`src/rtl/core/mfse_pkg.sv`:
```
// types and fixed constants for the median filter with shrinking edge windows
// no dependencies
package mfse_pkg;

	localparam int SAMPLE_W  = 16;  // sample and result width
	localparam int WS_W      = 4;   // window size register width
	localparam int WS_RESET  = 5;   // window size after reset
	localparam int POS_W     = 5;   // output position counter width
	localparam int POS_SAT   = 16;  // output position saturates here
	localparam int MAX_OUT   = 8;   // most results one input can release
	localparam int N_W       = 4;   // width of the per-input result counter

	typedef enum logic [1:0] {
		ST_IDLE,
		ST_EMIT,
		ST_SCAN,
		ST_PUSH
	} state_t;

endpackage

```
`src/rtl/core/median_filter_shrinking_edges_unit.sv`:
```
// median filter over a finite signed sample stream, shrinking windows at both ends
// uses mfse_pkg; rank search runs on one shared compare array under a small sequencer
//
//  channel | signals                          | payload
//  --------+----------------------------------+------------------------------------
//  in      | s_tvalid s_tready s_tdata s_tlast | s_tdata: sample, s_tlast: final
//  out     | m_tvalid m_tready m_tdata m_tlast | m_tdata: filtered, m_tlast: final
//  cfg     | cfg_valid cfg_ready cfg_data     | cfg_data: window size
//
// an input is taken while the sequencer is idle; for each result it releases, the sequencer
// sets the window bounds, scans for the median and pushes it out; the rank search tests
// one candidate per cycle against the whole window in the shared compare array
// a result waits in the output register; the sequencer stalls only when it has a newer
// result and the register is still full
// arst_n clears counters, sequencer and output valid; sample storage needs no clearing
module median_filter_shrinking_edges_unit #(
	parameter int MAX_WINDOW = 15
) (
	input  logic                                  clk,
	input  logic                                  arst_n,
	input  logic                                  s_tvalid,
	output logic                                  s_tready,
	input  logic signed [mfse_pkg::SAMPLE_W-1:0]  s_tdata,   // [15:0] sample
	input  logic                                  s_tlast,   // final sample
	output logic                                  m_tvalid,
	input  logic                                  m_tready,
	output logic signed [mfse_pkg::SAMPLE_W-1:0]  m_tdata,   // [15:0] filtered
	output logic                                  m_tlast,   // final output
	input  logic                                  cfg_valid,
	output logic                                  cfg_ready,
	input  logic        [mfse_pkg::WS_W-1:0]      cfg_data   // [3:0] window size
);
	import mfse_pkg::*;

	localparam int IDX_W = $clog2(MAX_WINDOW);
	localparam int CNT_W = $clog2(MAX_WINDOW + 1);
	localparam int AW    = ((CNT_W > POS_W) ? CNT_W : POS_W) + 1;

	state_t state_q, state_d;

	logic        [WS_W-1:0]     ws_q;
	logic        [WS_W-1:0]     k_q;
	logic signed [SAMPLE_W-1:0] win_q [MAX_WINDOW];
	logic        [CNT_W-1:0]    lag_q;
	logic        [POS_W-1:0]    pos_q;
	logic                       fin_q;
	logic        [N_W-1:0]      n_q;
	logic        [IDX_W-1:0]    lo_q, hi_q, cand_q;
	logic        [CNT_W-1:0]    rank_q;
	logic signed [SAMPLE_W-1:0] res_q;
	logic                       m_tvalid_q;
	logic signed [SAMPLE_W-1:0] m_tdata_q;
	logic                       m_tlast_q;

	logic [WS_W-1:0] k_eff;
	logic [AW-1:0]   half_w, ahead_w, pos_w, r_w, hi_w, cnt_w, lo_w;
	logic            emit_go;
	logic signed [SAMPLE_W-1:0] cand_val;
	logic [CNT_W-1:0] lt_cnt, le_cnt;
	logic            found;
	logic            accept, out_free, load_out;

	// effective window size from the register
	always_comb begin
		k_eff = (ws_q == '0) ? WS_W'(1) : ws_q;
		if (int'(k_eff) > MAX_WINDOW) begin
			k_eff = WS_W'(MAX_WINDOW);
		end
		if (int'(k_eff >> 1) * 2 + 1 > MAX_WINDOW) begin
			k_eff = k_eff - WS_W'(1);
		end
	end

	// window bounds for the next result
	always_comb begin
		half_w  = AW'(k_q >> 1);
		ahead_w = AW'(lag_q) - AW'(1);
		pos_w   = AW'(pos_q);
		r_w     = half_w;
		if (pos_w < r_w) begin
			r_w = pos_w;
		end
		if (ahead_w < r_w) begin
			r_w = ahead_w;
		end
		hi_w  = ahead_w + r_w;
		cnt_w = (r_w == half_w) ? AW'(k_q) : ((r_w << 1) + AW'(1));
		lo_w  = hi_w - cnt_w + AW'(1);
		emit_go = (n_q < N_W'(MAX_OUT)) &&
			(fin_q ? (lag_q != '0) : (AW'(lag_q) > half_w));
	end

	// shared compare array: rank of one candidate against the whole window
	always_comb begin
		cand_val = win_q[cand_q];
		lt_cnt   = '0;
		le_cnt   = '0;
		for (int i = 0; i < MAX_WINDOW; i++) begin
			if ((IDX_W'(i) >= lo_q) && (IDX_W'(i) <= hi_q)) begin
				lt_cnt = lt_cnt + CNT_W'(win_q[i] <  cand_val);
				le_cnt = le_cnt + CNT_W'(win_q[i] <= cand_val);
			end
		end
		found = ((lt_cnt <= rank_q) && (le_cnt > rank_q)) || (cand_q == hi_q);
	end

	// next state
	always_comb begin
		state_d = state_q;
		case (state_q)
			ST_IDLE: begin
				if (accept) state_d = ST_EMIT;
			end
			ST_EMIT: begin
				state_d = emit_go ? ST_SCAN : ST_IDLE;
			end
			ST_SCAN: begin
				if (found) state_d = ST_PUSH;
			end
			ST_PUSH: begin
				if (out_free) state_d = ST_EMIT;
			end
			default: state_d = ST_IDLE;
		endcase
	end

	// handshake outputs
	always_comb begin
		s_tready  = (state_q == ST_IDLE);
		cfg_ready = 1'b1;
		accept    = s_tvalid && s_tready;
		out_free  = !m_tvalid_q || m_tready;
		load_out  = (state_q == ST_PUSH) && out_free;
		m_tvalid  = m_tvalid_q;
		m_tdata   = m_tdata_q;
		m_tlast   = m_tlast_q;
	end

	// control state
	always_ff @(posedge clk or negedge arst_n) begin
		if (!arst_n) begin
			state_q    <= ST_IDLE;
			ws_q       <= WS_W'(WS_RESET);
			lag_q      <= '0;
			pos_q      <= '0;
			fin_q      <= 1'b0;
			n_q        <= '0;
			m_tvalid_q <= 1'b0;
		end else begin
			state_q <= state_d;
			if (cfg_valid && cfg_ready) begin
				ws_q <= cfg_data;
			end
			if (accept) begin
				fin_q <= s_tlast;
				n_q   <= '0;
				if (lag_q != CNT_W'(MAX_WINDOW)) lag_q <= lag_q + CNT_W'(1);
			end
			if ((state_q == ST_EMIT) && !emit_go && fin_q) begin
				lag_q <= '0;
				pos_q <= '0;
			end
			if (load_out) begin
				lag_q <= lag_q - CNT_W'(1);
				n_q   <= n_q + N_W'(1);
				if (pos_q != POS_W'(POS_SAT)) pos_q <= pos_q + POS_W'(1);
				m_tvalid_q <= 1'b1;
			end else if (m_tready) begin
				m_tvalid_q <= 1'b0;
			end
		end
	end

	// sample line, search registers and output payload
	always_ff @(posedge clk) begin
		if (accept) begin
			win_q[0] <= s_tdata;
			for (int i = 1; i < MAX_WINDOW; i++) begin
				win_q[i] <= win_q[i-1];
			end
			k_q <= k_eff;
		end
		if ((state_q == ST_EMIT) && emit_go) begin
			lo_q   <= IDX_W'(lo_w);
			hi_q   <= IDX_W'(hi_w);
			cand_q <= IDX_W'(lo_w);
			rank_q <= CNT_W'(cnt_w >> 1);
		end
		if (state_q == ST_SCAN) begin
			if (found) begin
				res_q <= cand_val;
			end else begin
				cand_q <= cand_q + IDX_W'(1);
			end
		end
		if (load_out) begin
			m_tdata_q <= res_q;
			m_tlast_q <= fin_q && (lag_q == CNT_W'(1));
		end
	end

endmodule

```
`config.mk`:
```
export PLATFORM = sky130hd
export DESIGN_NAME = median_filter_shrinking_edges_unit
export DESIGN_NICKNAME = d
export VERILOG_FILES = /design/src/rtl/core/mfse_pkg.sv /design/src/rtl/core/median_filter_shrinking_edges_unit.sv
export SDC_FILE = /design/constraint.sdc
export NUM_CORES = 1
export LEC_CHECK = 0
export BUFFER_PORTS_ARGS = -buffer_cell sky130_fd_sc_hd__buf_2
export CORE_MARGIN = 3
export CORE_UTILIZATION = 44
export DETAILED_ROUTE_END_ITERATION = 12
export PLACE_DENSITY = 0.69
export SYNTH_ARGS = -nofsm -noshare
export SYNTH_HDL_FRONTEND = slang
export SYNTH_SLANG_ARGS = --single-unit
```
`constraint.sdc`:
```
create_clock -name clk -period 19.1 [get_ports clk]
set_input_delay 0.955 -clock clk [delete_from_list [all_inputs] [get_ports clk]]
set_output_delay 0.955 -clock clk [all_outputs]
set_load 0.1 [all_outputs]
```
==> results of run 1 <==
## Yosys cell counts (all sizes together), types with 36 or more instances
cell and instances:
nand4 69, o21ai 102, nand3 37, mux2i 36
xnor2 37, ha 330, mux4 64, nand2 123
edfxtp 289, inv 90, nor2b 42, nor2 78
a21oi 90
## area by class of cell
cell class              count  area, um2
clock buffers              44      993.5
clock inverters            21      259.0
fillers                  4204      24320
inverters                  90      347.8
multi-input cells        1386      11960
flip-flops and latches    314       9294
well taps                 656      820.8
repair buffers             61      347.8
## worst max-delay path: cells and delay by family, from the launching register on
kind	cells	cell delay, ns
AOI/OAI and AO/OA	17	2.87
adders and majority gates	17	4.95
buffers and inverters	2	1.07
DFF	1	0.91
muxes	6	2.39
and+or+nand+nor	18	3.21
## kinds of logic (layout without fill, tap and decap cells)
logic type | Yosys count | after routing | synth area share (%)
buffers and inverters | 140 | 216 | 2.544
multiplexers | 117 | 117 | 9.163
AO/OA/AOI/OAI | 374 | 374 | 11.04
other | 1 | 2 | 0.01721
XOR/XNOR | 68 | 68 | 3.703
adder cells (fa/ha/maj) | 332 | 332 | 19.13
AND/OR/NAND/NOR | 493 | 493 | 11.79
flip-flops | 314 | 314 | 42.61
## path summary, 6_finish.rpt
check	depth (start not counted)	endpoint	from	slack, ns
max	60	res_q[1]	cand_q[0]	3.20
min	1	lag_q[1]	arst_n	0.36
max reg2reg	60	res_q[1]	cand_q[0]	3.20
min reg2reg	0	m_tdata[0]	res_q[0]	0.45
max in group asynchronous	1	ws_q[0]	arst_n	18.38
min in group clk	0	m_tdata[0]	res_q[0]	0.45
## metrics by stage
| stage | instances | hold slack [ns] | util (%) | worst slack (ns) | area [um2] |
|---|---|---|---|---|---|
| 6_report | 2572 | 0.3629 | 49.69 | 3.205 | 24030 |
| 5_1_grt | 2572 | 0.3854 | 49.69 | 2.081 | 24030 |
| 4_1_cts | 2572 | 0.3519 | 49.69 | 3.239 | 24030 |
| 3_5_place_dp | 2507 | 0.4437 | 47.10 | 3.288 | 22770 |
| 3_3_place_gp | 2507 | 0.4335 | 47.10 | 3.507 | 22770 |
| 2_1_floorplan | 1840 | 0.4003 | - | 4.695 | 21800 |
## sequential cells by signal, indices dropped and copies added, names as in the netlist
register / count
win_q: 240
m_tdata: 16
res_q: 16
pos_q: 5
cand_q: 4
hi_q: 4
k_q: 4
lag_q: 4
lo_q: 4
n_q: 4
rank_q: 4
ws_q: 4
state_q: 2
fin_q: 1
m_tlast: 1
m_tvalid: 1
## metal layers
layer  part of all wire (%)  vias to the layer above  track usage, %
li1                       -                     7231               -
met1                     42                     7721           28.06
met2                     48                      514           36.37
met3                    6.4                      105           3.265
met4                    3.2                        0           7.143
met5                      0                        -               0
==> flow_metrics.tcl, run 1 <==
set metrics [dict create \
    status "finished clean" \
    critPathSlowestCell "nor2b_2" \
    synth_seq_cells 314 \
    grt_pass1_vias 15910 \
    grt.overflow.total 0 \
    hpwl_um 41900 \
    cts_tree "done" \
    drive_gt1_share_pct 13.20 \
    die_y_um 228.6 \
    viasPerCell 6.054 \
    critical_path.max_stage_delay_ns 0.93 \
    report.final.slew_viol_count 0 \
    ys_warn_count 0 \
    wire_per_inst_um 21.78 \
    crit_fanout 41 \
    worstMarginPinSlew_ns 1.200 \
    fmax_mhz 62.91 \
    maxCapViolations 0 \
    postRouteAntennaNets 0 \
    die_w_um 228.6 \
    via_count 15570 \
    synth_ff_type "edfxtp_1" \
    synth_area_leaders "edfxtp_1, ha_1, mux4_2" \
    synth_seq_area_share_pct 42.61 \
    cpMostUsedCell "ha_1" \
    synth.avg_cell_area_um2 11.85 \
    hold_class "in2async" \
    numPortBuffers 44 \
    synth_top_area_share_pct 39.82 \
    setup_viol_count_final 0 \
    synth_cell_types 93 \
    syn_area_um2 21790 \
    ios 46 \
    async_reset_ff_share_pct 6.688 \
    grt.total_usage_pct 21.39 \
    synthCells 1839 \
    crit_type "reg2reg" \
    arrival_ns 16.04 \
    grt_first_pass_wirelength_um 88610 \
    drc 0 \
    hold_viol 0 \
    first_iter_violations 1308 \
    routed_wl_um 56020 \
    period_minus_slack_ns 15.90 \
    slew_headroom_pct 19.62 \
    insertion_delay_ns 0.56 \
    yosys.area.top_type "edfxtp_1" \
    finalCritPeriodShare_pct 83.22 \
    clock_sinks 314 \
    synth_enable_flop_cells 289 \
    cts_max_path_buffers 3 \
    drt_pass1_iterations 5 \
    grt_start_max_net_pins 118 \
    hold_buffers 0 \
    setup_tns_ns 0 \
    root_buffer "clkbuf_16" \
    dieArea_um2 52240 \
    core_um2 48350 \
    ctsResizeCount 0 \
    numCtsBuffers 36 \
    gp_congestion 0.9121 \
    fin_skew_ns 0.02684 \
    final_cell_mix "ha_1, edfxtp_1, nand2_1" \
    cp-start-kind "flip-flop" \
    rsz0062_at_grt "false" \
    antenna_found_initial 0 \
    nets 2247 \
    area_delta_synth_final_pct 10.25 \
    final_common_cell "ha_1" \
    core.rowCount 80 \
    clkTransAtPathRegs_ns 0.06 \
    crit_path_end_kind "flip-flop" \
    ctsHtreeMaxLevel 2 \
    critPathRequiredTime_ns 19.25 \
    diodes 0 \
    initial_utilization_pct 45.08 \
    cts_setup_buffers 0 \
]
Power of run 1 is left out: the tool's default activity adds up to more than one toggle a clock period on the data nets, which glitch-free logic cannot reach.
==> inputs of run 2 (changes only) <==
--- a/config.mk
+++ b/config.mk
@@ -5,6 +5,7 @@
 export SDC_FILE = /design/constraint.sdc
 export NUM_CORES = 1
 export LEC_CHECK = 0
+export ABC_AREA = 1
 export BUFFER_PORTS_ARGS = -buffer_cell sky130_fd_sc_hd__buf_2
 export CORE_MARGIN = 3
 export CORE_UTILIZATION = 44
==> constraint.sdc (replaced) <==
create_clock -name clk -period 16.4 [get_ports clk]
set_input_delay 0.82 -clock clk [delete_from_list [all_inputs] [get_ports clk]]
set_output_delay 0.82 -clock clk [all_outputs]
set_load 0.1 [all_outputs]
==> run 2 against run 1 <==
Compared with the run above: non-clock buffer count decreased by 2; global-route usage decreased by 0.36 points; first-iteration DRC count decreased by 3.9%; critical path depth increased by 10; final cell count increased by 21%; cell area decreased by 0.58%; routed wire length decreased by 0.42%; clock-buffer cell count increased by 2; register-to-register slack got worse by 1.6 ns; largest cell class unchanged; die area decreased by 0.40%; worst setup slack got worse by 1.6 ns.
==> flow_metrics.tcl, run 2 <==
set metrics [dict create \
    insertion_delay_ns 0.56 \
    crit_path_end_kind "flip-flop" \
    final_cell_area_um2 23890 \
    drc 0 \
    critPathRequiredTime_ns 16.58 \
    numCtsBuffers 37 \
    synth_cell_types 58 \
    crit_end "res_q[2]" \
    maxCapViolations 0 \
    n_fill_cell 4403 \
    synth_area_leaders "edfxtp_1, ha_1, nand2_1" \
    hold_buffers 0 \
    synthCells 2371 \
    routed_wl_um 55790 \
    worstMarginPinSlew_ns 1.099 \
    report.final.slew_viol_count 0 \
    synth.avg_cell_area_um2 9.154 \
    crit_type "reg2reg" \
    ctsResizeCount 0 \
    ys_warn_count 0 \
    hold_slack_ns 0.2261 \
    grt.total_usage_pct 21.04 \
    slew_headroom_pct 26.76 \
    synth_seq_area_share_pct 42.79 \
    postRouteAntennaNets 0 \
    cpMostUsedCell "ha_1" \
    async_reset_ff_share_pct 6.688 \
    cts_tree "done" \
    grt_start_max_net_pins 88 \
    core.rowCount 80 \
    grt_pass1_vias 16930 \
    root_buffer "clkbuf_16" \
    clkTransAtPathRegs_ns 0.06 \
    fmax_mhz 67.82 \
    netlist_top_cells_count "nand2_1, ha_1, edfxtp_1, inv_1, nor2_1" \
    clock_sinks 314 \
    period_minus_slack_ns 14.75 \
    hold_viol 0 \
    initial_utilization_pct 44.98 \
    critical_path.max_stage_delay_ns 0.73 \
    drive_gt1_share_pct 7.938 \
    grt.overflow.total 0 \
    syn_area_um2 21700 \
    crit_fanout 66 \
    numPortBuffers 44 \
    status "finished clean" \
    gp_congestion 0.9264 \
    antenna_found_initial 1 \
    fin_skew_ns 0.01623 \
    synth_most_common_cell "nand2_1" \
    diodes 0 \
    reg2regPathDepth 70 \
    r2r-start "cand_q[0]" \
    die_y_um 228.1 \
    via_count 17310 \
    arrival_ns 14.92 \
    place_area_um2 22670 \
    synth_seq_cells 314 \
    core_um2 48250 \
    viasPerCell 5.585 \
    largest-register "win_q" \
    first_iter_violations 1257 \
    ctsHtreeMaxLevel 2 \
    final_cell_mix "nand2_1, ha_1, edfxtp_1" \
    place_inst 3032 \
    wire_per_inst_um 18.00 \
    setup_tns_ns 0 \
    rsz0062_at_grt "false" \
    final_common_cell "nand2_1" \
    cts_max_path_buffers 3 \
    ios 46 \
    synth_ff_type "edfxtp_1" \
    grt_first_pass_wirelength_um 89110 \
    dieArea_um2 52030 \
    hold_class "in2async" \
    setup_viol_count_final 0 \
    r2r_end "res_q[2]" \
    crit_start "cand_q[0]" \
    stdcell_count 3100 \
    yosys.area.top_type "edfxtp_1" \
    cp-start-kind "flip-flop" \
    largest_register_ffs 240 \
    nets 2773 \
    cts_setup_buffers 0 \
    synth_enable_flop_cells 289 \
    hpwl_um 41630 \
    rrSetupSlack_ns 1.65 \
    area_delta_synth_final_pct 10.06 \
    drt_pass1_iterations 5 \
    critPathSlowestCell "nor2_2" \
    synth_top_area_share_pct 39.99 \
    die_w_um 228.1 \
    finalCritPeriodShare_pct 89.91 \
]
-- run 2: changes by cell type in the layout (fill, tap and decap cells not counted), moves of 25 or more --
cell	previous run	this run
nand2_1	123	478
o21ai_0	100	150
inv_1	88	213
nor2b_1	41	0
o221ai_1	2	50
mux4_2	64	0
nor2_1	77	197
nand2b_1	33	0
a21o_1	35	10
mux2i_1	36	0
nand4_1	69	40
a21oi_1	89	136
nand3_1	35	142
-- run 2: final cells by class --
cell class                      instances  area [um2]  share of cell area, %
Inverter                              231       874.6                  3.661
Tap cell                              656       820.8                  3.436
Sequential cell                       314        9291                  38.90
Clock inverter                         22       205.2                 0.8590
Clock buffer                           46        1011                  4.232
Timing Repair Buffer                   59       345.3                  1.446
Multi-Input combinational cell       1772       11340                  47.47
-- run 2: stage by stage --
stage | setup WS, ns | util, %
detailed placement | 1.883 | 46.99
floorplan | 2.991 | -
global placement | 2.065 | 46.99
CTS | 1.773 | 49.51
finish | 1.654 | 49.51
global route | 0.6838 | 49.51
-- run 2: worst max-delay path, delay by kind of cell (launching register included) --
| kind | cells | cell delay [ns] |
|---|---|---|
| simple gates | 31 | 5.08 |
| buf+inv | 9 | 1.71 |
| compound gates | 12 | 1.96 |
| fa+ha+maj | 17 | 4.65 |
| flops | 1 | 0.71 |
| xor+xnor | 1 | 0.18 |
-- run 2: worst min-delay path by stage --
stage / start / to / slack, ns / cells past startpoint
finish: arst_n / fin_q / 0.23 / 1
floorplan: res_q[0] / m_tdata[0] / 0.40 / 0
CTS: arst_n / fin_q / 0.22 / 1
detailed placement: res_q[2] / m_tdata[2] / 0.42 / 0
global placement: res_q[2] / m_tdata[2] / 0.43 / 0
global route: arst_n / fin_q / 0.26 / 1
-- run 2: layer usage --
metal / wire length, um / part of all wire, % / global-route usage (%)
met4: 2115 / 3.8 / 8.465
met3: 3183 / 5.7 / 3.306
met1: 24910 / 45 / 28.23
met5: 17 / 0.030 / 0
met2: 25560 / 46 / 34.13
-- run 2: kinds of logic after synthesis --
family,Yosys count,synth area share [%]
compound gates,447,12.50
xor+xnor,29,1.170
fa+ha+maj,332,19.21
buf+inv,286,4.998
flops,314,42.79
mux,3,0.1556
other cells,1,0.01728
simple gates,959,19.16
Power of run 2 is left out for the same reason.
==> inputs of run 3 (changes only) <==
--- a/config.mk
+++ b/config.mk
@@ -7,6 +7,7 @@
 export LEC_CHECK = 0
 export ABC_AREA = 1
 export BUFFER_PORTS_ARGS = -buffer_cell sky130_fd_sc_hd__buf_2
+export CORE_ASPECT_RATIO = 1.4
 export CORE_MARGIN = 3
 export CORE_UTILIZATION = 44
 export DETAILED_ROUTE_END_ITERATION = 12
==> run 3 against run 2 <==
Compared with the run above: worst hold slack improved by 0.037 ns; die area about the same; global-route usage increased by 1.2 points; critical endpoint is now cand_q[1]; via count increased by 1.5%; routed wire length increased by 6.3%; sequential share of layout area increased by 0.13 points; highest routed layer is now met4; fmax increased by 2.9%; clock skew increased by 0.0085 ns.
==> flow_metrics.tcl, run 3 (synthesized netlist as in run 2, its figures left out) <==
set metrics [dict create \
    status "finished clean" \
    routed_wl_um 59290 \
    diodes 0 \
    largest-register "win_q" \
    hold_buffers 0 \
    numPortBuffers 44 \
    maxCapViolations 0 \
    cts_setup_buffers 0 \
    crit_start "cand_q[0]" \
    pre_cts_ws_ns 2.144 \
    grt_start_max_net_pins 99 \
    fin_skew_ns 0.02472 \
    period_minus_slack_ns 14.33 \
    n_fill_cell 4435 \
    r2r-start "cand_q[0]" \
    grt.overflow.total 0 \
    grt_first_pass_wirelength_um 92180 \
    largest_register_ffs 240 \
    numCtsBuffers 35 \
    die_w_um 193.7 \
    drt_pass1_iterations 6 \
    setup_tns_ns 0 \
    final_common_cell "nand2_1" \
    cp-start-kind "flip-flop" \
    dieArea_um2 52070 \
    worstMarginPinSlew_ns 1.036 \
    arrival_ns 14.70 \
    insertion_delay_ns 0.54 \
    wire_per_inst_um 19.33 \
    grt.total_usage_pct 22.25 \
    ctsResizeCount 0 \
    nets 2769 \
    finalCritPeriodShare_pct 87.36 \
    crit_fanout 46 \
    core_um2 48380 \
    report.final.slew_viol_count 0 \
    via_count 17580 \
    drc 0 \
    reg2regPathDepth 84 \
    postRouteAntennaNets 0 \
    gp_congestion 0.9440 \
    hold_viol 0 \
    ctsHtreeMaxLevel 2 \
    setup_viol_count_final 0 \
    crit_type "reg2reg" \
    area_delta_synth_final_pct 9.703 \
    rrSetupSlack_ns 2.07 \
    crit_path_end_kind "flip-flop" \
    ios 46 \
    critPathRequiredTime_ns 16.77 \
    r2r_end "cand_q[1]" \
    die_y_um 268.8 \
    hold_class "in2async" \
    regArea_um2 9291 \
    fmax_mhz 69.80 \
    first_iter_violations 1497 \
    fin_ws_ns 2.072 \
    grt_pass1_vias 17080 \
    cts_tree "done" \
    cpMostUsedCell "nand2_1" \
    drive_gt1_share_pct 7.920 \
    initial_utilization_pct 44.86 \
    post-route-util_pct 49.22 \
    final_cell_mix "nand2_1, ha_1, edfxtp_1" \
    antenna_found_initial 0 \
    critPathSlowestCell "inv_2" \
    core.rowCount 95 \
    cts_max_path_buffers 3 \
    hpwl_um 44730 \
    root_buffer "clkbuf_16" \
    viasPerCell 5.732 \
    slew_headroom_pct 30.90 \
    rsz0062_at_grt "false" \
    critical_path.max_stage_delay_ns 0.58 \
    clkTransAtPathRegs_ns 0.06 \
    multi_input_area_um2 11340 \
    clock_sinks 314 \
]
[run 3: cell types whose count changed in the layout (fill, tap and decap cells not counted), sizes merged]
cell and change:
inv +3, clkbuf -8, buf -2, clkinvlp -3, bufinv +3
[run 3: per-stage QoR]
step | hold WS (ns) | cell area (um2) | instances
final | 0.2632 | 23810 | 3067
after global routing | 0.2853 | 23810 | 3067
after CTS | 0.2565 | 23810 | 3067
after detailed placement | 0.4072 | 22610 | 3004
after global placement | 0.4070 | 22610 | 3004
after floorplan | 0.4003 | 21710 | 2372
[run 3: worst max-delay path by stage]
stage | depth (start not counted) | slack (ns) | endpoint
global route | 85 | 0.96 | state_q[1]
detailed placement | 79 | 2.14 | cand_q[1]
floorplan | 72 | 2.99 | res_q[0]
global placement | 70 | 2.24 | cand_q[1]
CTS | 79 | 2.07 | cand_q[1]
finish | 84 | 2.07 | cand_q[1]
[run 3: cell type report]
class                           instances  area share [%]
Clock inverter                         25           1.230
Multi-Input combinational cell       1772           47.61
Inverter                              231           3.673
Timing Repair Buffer                   57           1.335
Clock buffer                           38           3.815
Sequential cell                       314           39.02
Tap cell                              630           3.311
[run 3: routing by layer]
layer,GRT usage (%),vias to the layer above,share of wire (%)
met5,0,-,0
met4,16.82,0,8.5
met2,39.22,559,49
met1,24.94,8344,38
met3,2.412,179,4.5
li1,-,8498,-
[run 3: worst max-delay path, delay by kind of cell, from the launching register on]
| family | cells | cell delay (ns) |
|---|---|---|
| buffers and inverters | 18 | 2.37 |
| AO/OA/AOI/OAI | 9 | 1.56 |
| flip-flops | 1 | 0.43 |
| AND/OR/NAND/NOR | 41 | 5.06 |
| adder cells (fa/ha/maj) | 16 | 4.72 |
Power of run 3 is left out for the same reason.
